<file path="config.mk">
export PLATFORM = sky130hd
export DESIGN_NAME = quadtree_tile_allocator
export DESIGN_NICKNAME = d
export VERILOG_FILES = /design/src/rtl/core/qta_pkg.sv /design/src/rtl/core/qta_node_ram.sv /design/src/rtl/core/quadtree_tile_allocator.sv
export SDC_FILE = /design/constraint.sdc
export NUM_CORES = 2
export LEC_CHECK = 0
export BUFFER_PORTS_ARGS = -buffer_cell sky130_fd_sc_hd__buf_2
export CAP_MARGIN = 10
export CORE_ASPECT_RATIO = 1.2
export CORE_MARGIN = 1.5
export CORE_UTILIZATION = 35
export CTS_BUF_LIST = sky130_fd_sc_hd__clkbuf_2
export DETAILED_ROUTE_END_ITERATION = 6
export GPL_ROUTABILITY_DRIVEN = 0
export MAX_ROUTING_LAYER = met4
export PLACE_DENSITY_LB_ADDON = 0.1
export SLEW_MARGIN = 20
export SYNTH_ARGS = -nofsm -noshare
export SYNTH_HDL_FRONTEND = slang
export SYNTH_MEMORY_MAX_BITS = 65536
export SYNTH_SLANG_ARGS = --single-unit
</file>
<file path="constraint.sdc">
create_clock -name clk -period 194 [get_ports clk]
set_input_delay 38.8 -clock clk [delete_from_list [all_inputs] [get_ports clk]]
set_output_delay 38.8 -clock clk [all_outputs]
set_load 0.05 [all_outputs]
</file>
<file path="src/rtl/core/qta_pkg.sv">
`timescale 1ns / 1ps

package qta_pkg;

	// Sequencer states of the tree walk.
	typedef enum logic [2:0] {
		ST_CLEAR,
		ST_IDLE,
		ST_SETUP,
		ST_READ,
		ST_EVAL,
		ST_NEXT,
		ST_POP,
		ST_HIT
	} qta_state_t;

	localparam int CfgIdxW  = 2;
	localparam int CfgDataW = 17;
	localparam int SizeW    = 17;
	localparam int MapLog2W = 5;
	localparam int LevelW   = 3;

	localparam logic [CfgIdxW-1:0] CFG_MAP_SIZE_LOG2 = 2'd0;
	localparam logic [CfgIdxW-1:0] CFG_NUM_LEVELS    = 2'd1;
	localparam logic [CfgIdxW-1:0] CFG_MAX_TILE_SIZE = 2'd2;

	localparam logic REQ_ALLOC = 1'b0;
	localparam logic REQ_CLEAR = 1'b1;

	// Node count of a complete quadtree with the given number of levels:
	// (4^levels - 1) / 3, which in binary is levels pairs of 01.
	function automatic logic [31:0] node_span(input int unsigned levels);
		logic [31:0] r;
		r = '0;
		for (int j = 0; j < 16; j++) begin
			if (j < levels) begin
				r[2*j] = 1'b1;
			end
		end
		return r;
	endfunction

endpackage

</file>
<file path="src/rtl/core/qta_node_ram.sv">
`timescale 1ns / 1ps

module qta_node_ram #(
	parameter int DEPTH = 1365,
	parameter int AW    = 11,
	parameter int DW    = 3
) (
	input  logic          clk,
	input  logic          we,
	input  logic [AW-1:0] waddr,
	input  logic [DW-1:0] wdata,
	input  logic          re,
	input  logic [AW-1:0] raddr,
	output logic [DW-1:0] rdata
);

	logic [DW-1:0] mem [DEPTH];

	always_ff @(posedge clk) begin
		if (we) begin
			mem[waddr] <= wdata;
		end
	end

	always_ff @(posedge clk) begin
		if (re) begin
			rdata <= mem[raddr];
		end
	end

endmodule

</file>
<file path="src/rtl/core/quadtree_tile_allocator.sv">
`timescale 1ns / 1ps

// Quadtree tile allocator for a square shadow map.
// A transaction is started by holding start high while busy is low; req_type
// selects an allocation or a clear of the whole tree. Exactly one result per
// transaction appears on found, node_level, pos_x, pos_y and clamped_size,
// valid for the single cycle in which done is high. The receiver cannot stall.
// An allocation takes a set-up step, a read and an evaluate step for every node
// read during the depth-first walk, a step per sibling move or return to a
// parent, and a final step to update the parent on a hit; the node memory has a
// single read port. A clear sweeps the node memory one entry a cycle, writing
// all NodeCount entries. The result comes in the cycle after the last busy
// cycle, and a new transaction may be taken in that same cycle. After reset the
// same sweep runs with busy high and no result. Configuration writes through
// cfg_we/cfg_index/cfg_data take effect at the next edge and are accepted at
// any time, but must only be made while the block is idle.
module quadtree_tile_allocator
	import qta_pkg::*;
#(
	parameter int MAX_LEVELS = 6
) (
	input  logic                         clk,
	input  logic                         arst_n,
	input  logic                         cfg_we,
	input  logic [CfgIdxW-1:0]           cfg_index,
	input  logic [CfgDataW-1:0]          cfg_data,
	input  logic                         start,
	output logic                         busy,
	input  logic                         req_type,
	input  logic [SizeW-1:0]             tile_size,
	output logic                         done,
	output logic                         found,
	output logic [LevelW-1:0]            node_level,
	output logic signed [MAX_LEVELS-1:0] pos_x,
	output logic signed [MAX_LEVELS-1:0] pos_y,
	output logic [SizeW-1:0]             clamped_size
);

	localparam int NodeCount = int'(node_span(MAX_LEVELS));
	localparam int AW        = $clog2(NodeCount);
	localparam int LW        = $clog2(MAX_LEVELS);
	localparam int PW        = MAX_LEVELS;

	function automatic logic [MapLog2W-1:0] ceil_log2(input logic [SizeW-1:0] v);
		logic [MapLog2W-1:0] r;
		r = '0;
		for (int k = SizeW; k >= 0; k--) begin
			if ({1'b0, v} <= ((SizeW+1)'(1) << k)) begin
				r = MapLog2W'(k);
			end
		end
		return r;
	endfunction

	function automatic logic [PW-1:0] step_at(input logic [LevelW-1:0] lv);
		int unsigned sh;
		sh = MAX_LEVELS - 1 - int'(lv);
		return PW'(1) << sh;
	endfunction

	// Configuration registers.
	logic [MapLog2W-1:0] map_log2_q;
	logic [2:0]          num_levels_q;
	logic [SizeW-1:0]    max_tile_q;

	qta_state_t state_q, state_d;
	logic [AW-1:0] clr_q;
	logic          emit_q;
	logic          done_q;
	logic          done_d;

	// Walk context.
	logic [SizeW-1:0]     tsize_q;
	logic [LevelW-1:0]    want_q;
	logic [LevelW-1:0]    cl_q;
	logic [AW-1:0]        idx_q;
	logic signed [PW-1:0] px_q, py_q;
	logic [AW-1:0]        path_q   [MAX_LEVELS];
	logic [1:0]           ichild_q [MAX_LEVELS];

	// Result registers.
	logic                 found_q;
	logic [LevelW-1:0]    level_q;
	logic signed [PW-1:0] rx_q, ry_q;
	logic [SizeW-1:0]     size_q;

	// Memory control.
	logic          mem_we, mem_re;
	logic [AW-1:0] mem_waddr;
	logic [2:0]    mem_wdata, mem_rdata;

	logic [LevelW-1:0]   eff_levels;
	logic [LevelW-1:0]   lvm1;
	logic [LW-1:0]       cur_ix, par_ix, nxt_ix;
	logic [1:0]          ichild_cur;
	logic [AW-1:0]       span_cur;
	logic [PW-1:0]       step_cur, step_nxt;
	logic [MapLog2W-1:0] small_exp;
	logic [SizeW-1:0]    raised, clamped;
	logic [MapLog2W-1:0] size_lg, want_w;
	logic                alloc_ok;
	logic                eval_skip, eval_hit;
	logic                clr_last;
	logic                accept;

	assign accept = start && (state_q == ST_IDLE);

	always_comb begin
		if (num_levels_q == 3'd0) begin
			eff_levels = 3'd1;
		end else if ({1'b0, num_levels_q} > 4'(MAX_LEVELS)) begin
			eff_levels = 3'(MAX_LEVELS);
		end else begin
			eff_levels = num_levels_q;
		end
	end

	// Clamp the request, then turn its side into a tree level.
	always_comb begin
		if (map_log2_q >= MapLog2W'(eff_levels - 3'd1)) begin
			small_exp = map_log2_q - MapLog2W'(eff_levels - 3'd1);
		end else begin
			small_exp = '0;
		end
		if (small_exp >= MapLog2W'(SizeW)) begin
			raised = max_tile_q;
		end else if (tsize_q < (SizeW'(1) << small_exp)) begin
			raised = SizeW'(1) << small_exp;
		end else begin
			raised = tsize_q;
		end
		clamped  = (raised > max_tile_q) ? max_tile_q : raised;
		size_lg  = ceil_log2(clamped);
		want_w   = map_log2_q - size_lg;
		alloc_ok = (size_lg <= map_log2_q) && (want_w != '0) &&
			(want_w < MapLog2W'(eff_levels));
	end

	assign lvm1       = cl_q - 3'd1;
	assign cur_ix     = cl_q[LW-1:0];
	assign par_ix     = lvm1[LW-1:0];
	assign nxt_ix     = LW'(cl_q + 3'd1);
	assign ichild_cur = ichild_q[cur_ix];
	assign span_cur   = AW'(node_span(MAX_LEVELS - int'(cl_q)));
	assign step_cur   = step_at(cl_q);
	assign step_nxt   = step_at(cl_q + 3'd1);
	assign eval_skip  = want_q < mem_rdata;
	assign eval_hit   = want_q == cl_q;
	assign clr_last   = clr_q == AW'(NodeCount - 1);

	always_comb begin
		state_d = state_q;
		case (state_q)
			ST_CLEAR: begin
				if (clr_last) begin
					state_d = ST_IDLE;
				end
			end
			ST_IDLE: begin
				if (start) begin
					state_d = (req_type == REQ_CLEAR) ? ST_CLEAR : ST_SETUP;
				end
			end
			ST_SETUP: begin
				state_d = alloc_ok ? ST_READ : ST_IDLE;
			end
			ST_READ: begin
				state_d = ST_EVAL;
			end
			ST_EVAL: begin
				if (eval_skip) begin
					state_d = ST_NEXT;
				end else if (eval_hit) begin
					state_d = ST_HIT;
				end else begin
					state_d = ST_READ;
				end
			end
			ST_NEXT: begin
				state_d = (ichild_cur == 2'd3) ? ST_POP : ST_READ;
			end
			ST_POP: begin
				state_d = (cl_q == 3'd1) ? ST_IDLE : ST_NEXT;
			end
			ST_HIT: begin
				state_d = ST_IDLE;
			end
			default: begin
				state_d = ST_IDLE;
			end
		endcase
	end

	always_comb begin
		mem_we    = 1'b0;
		mem_waddr = idx_q;
		mem_wdata = '0;
		mem_re    = 1'b0;
		done_d    = 1'b0;
		case (state_q)
			ST_CLEAR: begin
				mem_we    = 1'b1;
				mem_waddr = clr_q;
				done_d    = clr_last && emit_q;
			end
			ST_SETUP: begin
				done_d = !alloc_ok;
			end
			ST_READ: begin
				mem_re = 1'b1;
			end
			ST_EVAL: begin
				// Closing the taken node.
				if (!eval_skip && eval_hit) begin
					mem_we    = 1'b1;
					mem_wdata = eff_levels;
				end
			end
			ST_POP: begin
				done_d = cl_q == 3'd1;
			end
			ST_HIT: begin
				mem_we    = 1'b1;
				mem_waddr = path_q[par_ix];
				mem_wdata = want_q;
				done_d    = 1'b1;
			end
			default: begin
				mem_we = 1'b0;
			end
		endcase
	end

	always_ff @(posedge clk or negedge arst_n) begin
		if (!arst_n) begin
			state_q      <= ST_CLEAR;
			clr_q        <= '0;
			emit_q       <= 1'b0;
			done_q       <= 1'b0;
			map_log2_q   <= 5'd10;
			num_levels_q <= 3'd6;
			max_tile_q   <= 17'd1024;
		end else begin
			state_q <= state_d;
			done_q  <= done_d;
			if (state_q == ST_CLEAR) begin
				clr_q <= clr_q + AW'(1);
			end
			if (accept) begin
				clr_q  <= '0;
				emit_q <= 1'b1;
			end
			if (cfg_we) begin
				case (cfg_index)
					CFG_MAP_SIZE_LOG2: map_log2_q   <= cfg_data[MapLog2W-1:0];
					CFG_NUM_LEVELS:    num_levels_q <= cfg_data[2:0];
					CFG_MAX_TILE_SIZE: max_tile_q   <= cfg_data;
					default:           map_log2_q   <= map_log2_q;
				endcase
			end
		end
	end

	always_ff @(posedge clk) begin
		case (state_q)
			ST_IDLE: begin
				if (start) begin
					tsize_q <= tile_size;
					found_q <= 1'b0;
					level_q <= '0;
					rx_q    <= '0;
					ry_q    <= '0;
					size_q  <= '0;
				end
			end
			ST_SETUP: begin
				size_q           <= clamped;
				want_q           <= want_w[LevelW-1:0];
				cl_q             <= 3'd1;
				idx_q            <= AW'(1);
				path_q[0]        <= '0;
				ichild_q[LW'(1)] <= 2'd0;
				px_q             <= -$signed(step_at(3'd1));
				py_q             <= $signed(step_at(3'd1));
			end
			ST_EVAL: begin
				if (!eval_skip && eval_hit) begin
					found_q <= 1'b1;
					level_q <= cl_q;
					rx_q    <= px_q;
					ry_q    <= py_q;
				end else if (!eval_skip) begin
					// Descend to the first child, which sits at (-x, +y).
					path_q[cur_ix]   <= idx_q;
					ichild_q[nxt_ix] <= 2'd0;
					cl_q             <= cl_q + 3'd1;
					idx_q            <= idx_q + AW'(1);
					px_q             <= px_q - $signed(step_nxt);
					py_q             <= py_q + $signed(step_nxt);
				end
			end
			ST_NEXT: begin
				if (ichild_cur != 2'd3) begin
					idx_q            <= idx_q + span_cur;
					ichild_q[cur_ix] <= ichild_cur + 2'd1;
					case (ichild_cur)
						2'd0:    py_q <= py_q - $signed(step_cur << 1);
						2'd1:    px_q <= px_q + $signed(step_cur << 1);
						default: py_q <= py_q + $signed(step_cur << 1);
					endcase
				end
			end
			ST_POP: begin
				// The last child sits at (+x, +y) from its parent.
				idx_q <= path_q[par_ix];
				cl_q  <= lvm1;
				px_q  <= px_q - $signed(step_cur);
				py_q  <= py_q - $signed(step_cur);
			end
			default: begin
				cl_q <= cl_q;
			end
		endcase
	end

	qta_node_ram #(
		.DEPTH (NodeCount),
		.AW    (AW),
		.DW    (3)
	) u_node_ram (
		.clk   (clk),
		.we    (mem_we),
		.waddr (mem_waddr),
		.wdata (mem_wdata),
		.re    (mem_re),
		.raddr (idx_q),
		.rdata (mem_rdata)
	);

	assign busy         = state_q != ST_IDLE;
	assign done         = done_q;
	assign found        = found_q;
	assign node_level   = level_q;
	assign pos_x        = rx_q;
	assign pos_y        = ry_q;
	assign clamped_size = size_q;

	a_done_when_idle: assert property (@(posedge clk) disable iff (!arst_n)
		done |-> state_q == ST_IDLE)
		else $error("result strobe outside the idle state");

	a_found_after_hit: assert property (@(posedge clk) disable iff (!arst_n)
		done && found |-> $past(state_q == ST_HIT))
		else $error("allocation reported without a parent update");

	a_found_level: assert property (@(posedge clk) disable iff (!arst_n)
		done && found |-> node_level != 3'd0 && node_level < eff_levels)
		else $error("allocated level outside the tree");

	a_walk_level: assert property (@(posedge clk) disable iff (!arst_n)
		(state_q == ST_READ || state_q == ST_EVAL) |-> cl_q != 3'd0 && cl_q <= want_q)
		else $error("walk went below the requested level");

	a_sweep_range: assert property (@(posedge clk) disable iff (!arst_n)
		state_q == ST_CLEAR |-> clr_q <= AW'(NodeCount - 1))
		else $error("clearing sweep ran past the node memory");

endmodule

</file>
==> summary.txt <==
========================================================================================
Antenna violations before repair                                                      30
Outcome                                                                     complete, no violations
Vias per Instance                                                                   5.26
Clock tree root buffer cell                                                 sky130_fd_sc_hd__clkbuf_2
#FFs+latches synth                                                                  4299
Total half-perimeter wirelength after legalization and detailed placement      285000 um
Largest area contributor in the netlist                                     sky130_fd_sc_hd__edfxtp_1
Detailed-route via count                                                           89202
Depth of the most critical reg-to-reg path                                            44
CORE AREA                                                                      0.496 mm2
Top cell type's share of synthesized area                                          0.732
Number of enable flip-flop cells after synthesis                                    4255
Worst ir drop on vdd                                                           0.0108 mV
Unrepaired setup endpoints after global routing                                       no
Synthesized area per cell                                                       19.8 um2
Endpoint type of the worst setup path                                        output port
First-pass GRT wire length                                                     703000 um
Critical Path Source Type                                                           flop
Most used flip-flop cell after synthesis                                    sky130_fd_sc_hd__edfxtp_1
Final setup margin                                                             151.86 ns
Number of H-tree branching levels                                                      7
Share of the cycle needed by the critical path after routing                       0.217
Asr flop ratio synth                                                             0.00954
Maximum achievable frequency                                                    23.7 MHz
Initial cell density of the core                                                   0.352
Buffers on Ports                                                                      75
TritonCTS Buffers                                                                   1157
Total Neg Setup Slack                                                               0 ns
Setup violations, final                                                                0
Setup fix buffers added after clock tree synthesis                                     0
Placement Rows                                                                       283
Layout fillers                                                                     45290
Cells after Synth                                                                   8797
Total standard cell area after synthesis                                       0.175 mm2
Total global-route track usage                                                     0.204
Final Max Slew Viols                                                                   0
Number of global-route vias before repair                                          97346
Synthesis-to-layout area growth                                                    10.3%
Endpoints failing hold                                                                 0
# resized after CTS                                                                    0
Peak-usage layer in the global routing report                                       met2
Global-route track usage on met3                                                  0.0417
Clk buf depth                                                                          5
Source-to-sink clock delay at the later pin of the worst-skew pair               2.41 ns
Share of final-layout standard cells stronger than drive strength 1                0.332
Drc violations                                                                         0
Detail Route Antenna Nets                                                              0
Global routing usage on met1                                                       0.253
Number of unique standard cell types used by synthesis                                81
Net count of the finished layout                                                    9773
Hold crit path type                                                              reg2reg
I/O pins                                                                              76
Leakage power                                                                    66.6 nW
Synth area leaders                                                          sky130_fd_sc_hd__edfxtp_1 (73%), sky130_fd_sc_hd__mux4_2 (18%), sky130_fd_sc_hd__nor2_1 (3.2%), sky130_fd_sc_hd__clkbuf_1 (0.94%), sky130_fd_sc_hd__ha_1 (0.62%)
CTS tree                                                                            done
Critical path data arrival time                                                  3.34 ns
Total length of routed wires                                                   495000 um
Min Tclk post-route                                                             42.14 ns
Clock-pin slew on the worst setup and hold paths                                 0.11 ns
Sinks on Clock Net                                                                  4299
Power density over cell area                                                 11.4 mW/mm2
Detailed Route Iter0 Violations                                                     7644
Headroom to the max-slew limit                                                     0.221
Required @ worst endpoint                                                      155.20 ns
Slew of the pin with the lowest slew margin                                      1.17 ns
Number of detailed-routing iterations run before antenna repair                        6
Max-capacitance violation count                                                        0
Die Ht                                                                            777 um
Largest net degree at the start of global routing                                    215
Met2 demand-to-capacity share in global routing                                    0.335
Total of hold buffers inserted after clock tree synthesis                              0
Overflow left after global routing                                                     0
Worst Skew                                                                      0.174 ns
Warnings, synthesis                                                                    0
Die span in x                                                                     648 um
Full die area                                                                  0.503 mm2
Maximum fanout encountered on the critical timing path                                 4
Worst slack at placement                                                       153.68 ns
Average wire per standard cell                                                   29.2 um
Cell count of the worst hold path                                                      1
Sequential cell area fraction in the yosys report                                  0.738
Type of the worst setup path                                                     reg2out
========================================================================================
-- final cells by class --
cell class / instances / area [um2] / share of cell area
diodes: 28 / 70.1 / 0.000364
clock buffers: 1567 / 7840 / 0.0408
clock inverters: 317 / 1470 / 0.00763
inverters: 76 / 298 / 0.00155
multi-input cells: 3808 / 43500 / 0.226
flip-flops and latches: 4299 / 129000 / 0.670
well taps: 6555 / 8200 / 0.0426
repair buffers: 298 / 2250 / 0.0117
-- final timing paths --
path                            startpoint             to  slack [ns]
hold reg to reg                     emit_q         emit_q        0.54
max in group asynchronous           arst_n  max_tile_q[0]      156.71
setup / recovery                state_q[2]           busy      151.86
setup reg to reg           num_levels_q[2]           done      182.04
min in group asynchronous           arst_n       clr_q[2]       36.66
hold / removal                      emit_q         emit_q        0.54
-- report_power, final --
group          leakage [nW]  switching (mW)  internal (mW)
Combinational          14.4           0.364          0.184
Clock                  7.27           0.367          0.227
Sequential             45.0         0.00845           1.03
-- cells by family (layout without fill, tap and decap cells) --
| group | count (synthesis) | count (layout) | share of synthesized area |
|---|---|---|---|
| xor gates and xnor gates | 52 | 52 | 0.00261 |
| adders and majority gates | 92 | 92 | 0.00685 |
| muxes | 1431 | 1431 | 0.181 |
| other | 1 | 30 | 0.0000215 |
| buffers and inverters | 691 | 2258 | 0.0156 |
| DFF | 4299 | 4299 | 0.738 |
| and+or+nand+nor | 1926 | 1926 | 0.0443 |
| AOI/OAI and AO/OA | 305 | 305 | 0.0114 |
-- flip-flops by register name, summed over array words and instances (netlist names), named ones only --
| name | flops |
|---|---|
| pos_y | 6 |
| tsize_q | 17 |
| want_q | 3 |
| emit_q | 1 |
| idx_q | 11 |
| num_levels_q | 3 |
| pos_x | 6 |
| py_q | 6 |
| state_q | 3 |
| done | 1 |
| u_node_ram.rdata | 3 |
| px_q | 6 |
| node_level | 3 |
| u_node_ram.mem | 4095 |
| ichild_q | 12 |
| max_tile_q | 17 |
| cl_q | 3 |
| clamped_size | 17 |
| path_q | 66 |
| clr_q | 11 |
| found | 1 |
| map_log2_q | 5 |
-- routing by layer --
metal | wire (um) | share of wire
met2 | 253000 | 0.51
met5 | 0 | 0
met3 | 25700 | 0.052
met1 | 207000 | 0.42
met4 | 10100 | 0.020
-- stage by stage --
step | cell area, um2 | std cells | hold slack (ns) | total power [mW] | utilization
floorplan | 175000 | 8798 | 0.435 | 1.45 | -
global placement | 183000 | 15034 | 0.501 | 1.62 | 0.369
global route | 192000 | 16937 | 0.543 | 2.29 | 0.388
finish | 192000 | 16948 | 0.538 | 2.19 | 0.388
CTS | 192000 | 16920 | 0.518 | 2.23 | 0.388
detailed placement | 183000 | 15036 | 0.490 | 1.63 | 0.369
-- cell usage in the layout (no fill, tap or decap), types with 57 or more instances in the layout --
cell type	instances
sky130_fd_sc_hd__a21oi_1	88
sky130_fd_sc_hd__buf_2	75
sky130_fd_sc_hd__buf_4	207
sky130_fd_sc_hd__nor2_1	1496
sky130_fd_sc_hd__o21ai_0	57
sky130_fd_sc_hd__nand2_1	190
sky130_fd_sc_hd__edfxtp_1	4255
sky130_fd_sc_hd__inv_1	70
sky130_fd_sc_hd__clkinv_1	241
sky130_fd_sc_hd__mux4_2	1372
sky130_fd_sc_hd__ha_1	86
sky130_fd_sc_hd__clkbuf_2	1567
-- synthesized netlist by cell type (23+ instances only) --
master	number
sky130_fd_sc_hd__a21oi_1	89
sky130_fd_sc_hd__buf_1	72
sky130_fd_sc_hd__buf_2	106
sky130_fd_sc_hd__clkbuf_1	436
sky130_fd_sc_hd__dfrtp_1	36
sky130_fd_sc_hd__edfxtp_1	4255
sky130_fd_sc_hd__ha_1	86
sky130_fd_sc_hd__inv_1	72
sky130_fd_sc_hd__mux2_2	38
sky130_fd_sc_hd__mux4_2	1372
sky130_fd_sc_hd__nand2_1	193
sky130_fd_sc_hd__nand3_1	70
sky130_fd_sc_hd__nor2_1	1500
sky130_fd_sc_hd__nor3_1	34
sky130_fd_sc_hd__o21ai_0	60
sky130_fd_sc_hd__o22ai_1	23
sky130_fd_sc_hd__xnor2_1	35
-- worst max-delay path: stages, from the launching register on --
cell,delay (ns)
sky130_fd_sc_hd__dfrtp_1,0.39
sky130_fd_sc_hd__nand2b_1,0.20
sky130_fd_sc_hd__nor2_1,0.18
sky130_fd_sc_hd__inv_1,0.08
sky130_fd_sc_hd__buf_2,0.22
(Power assumes the default switching activity.)
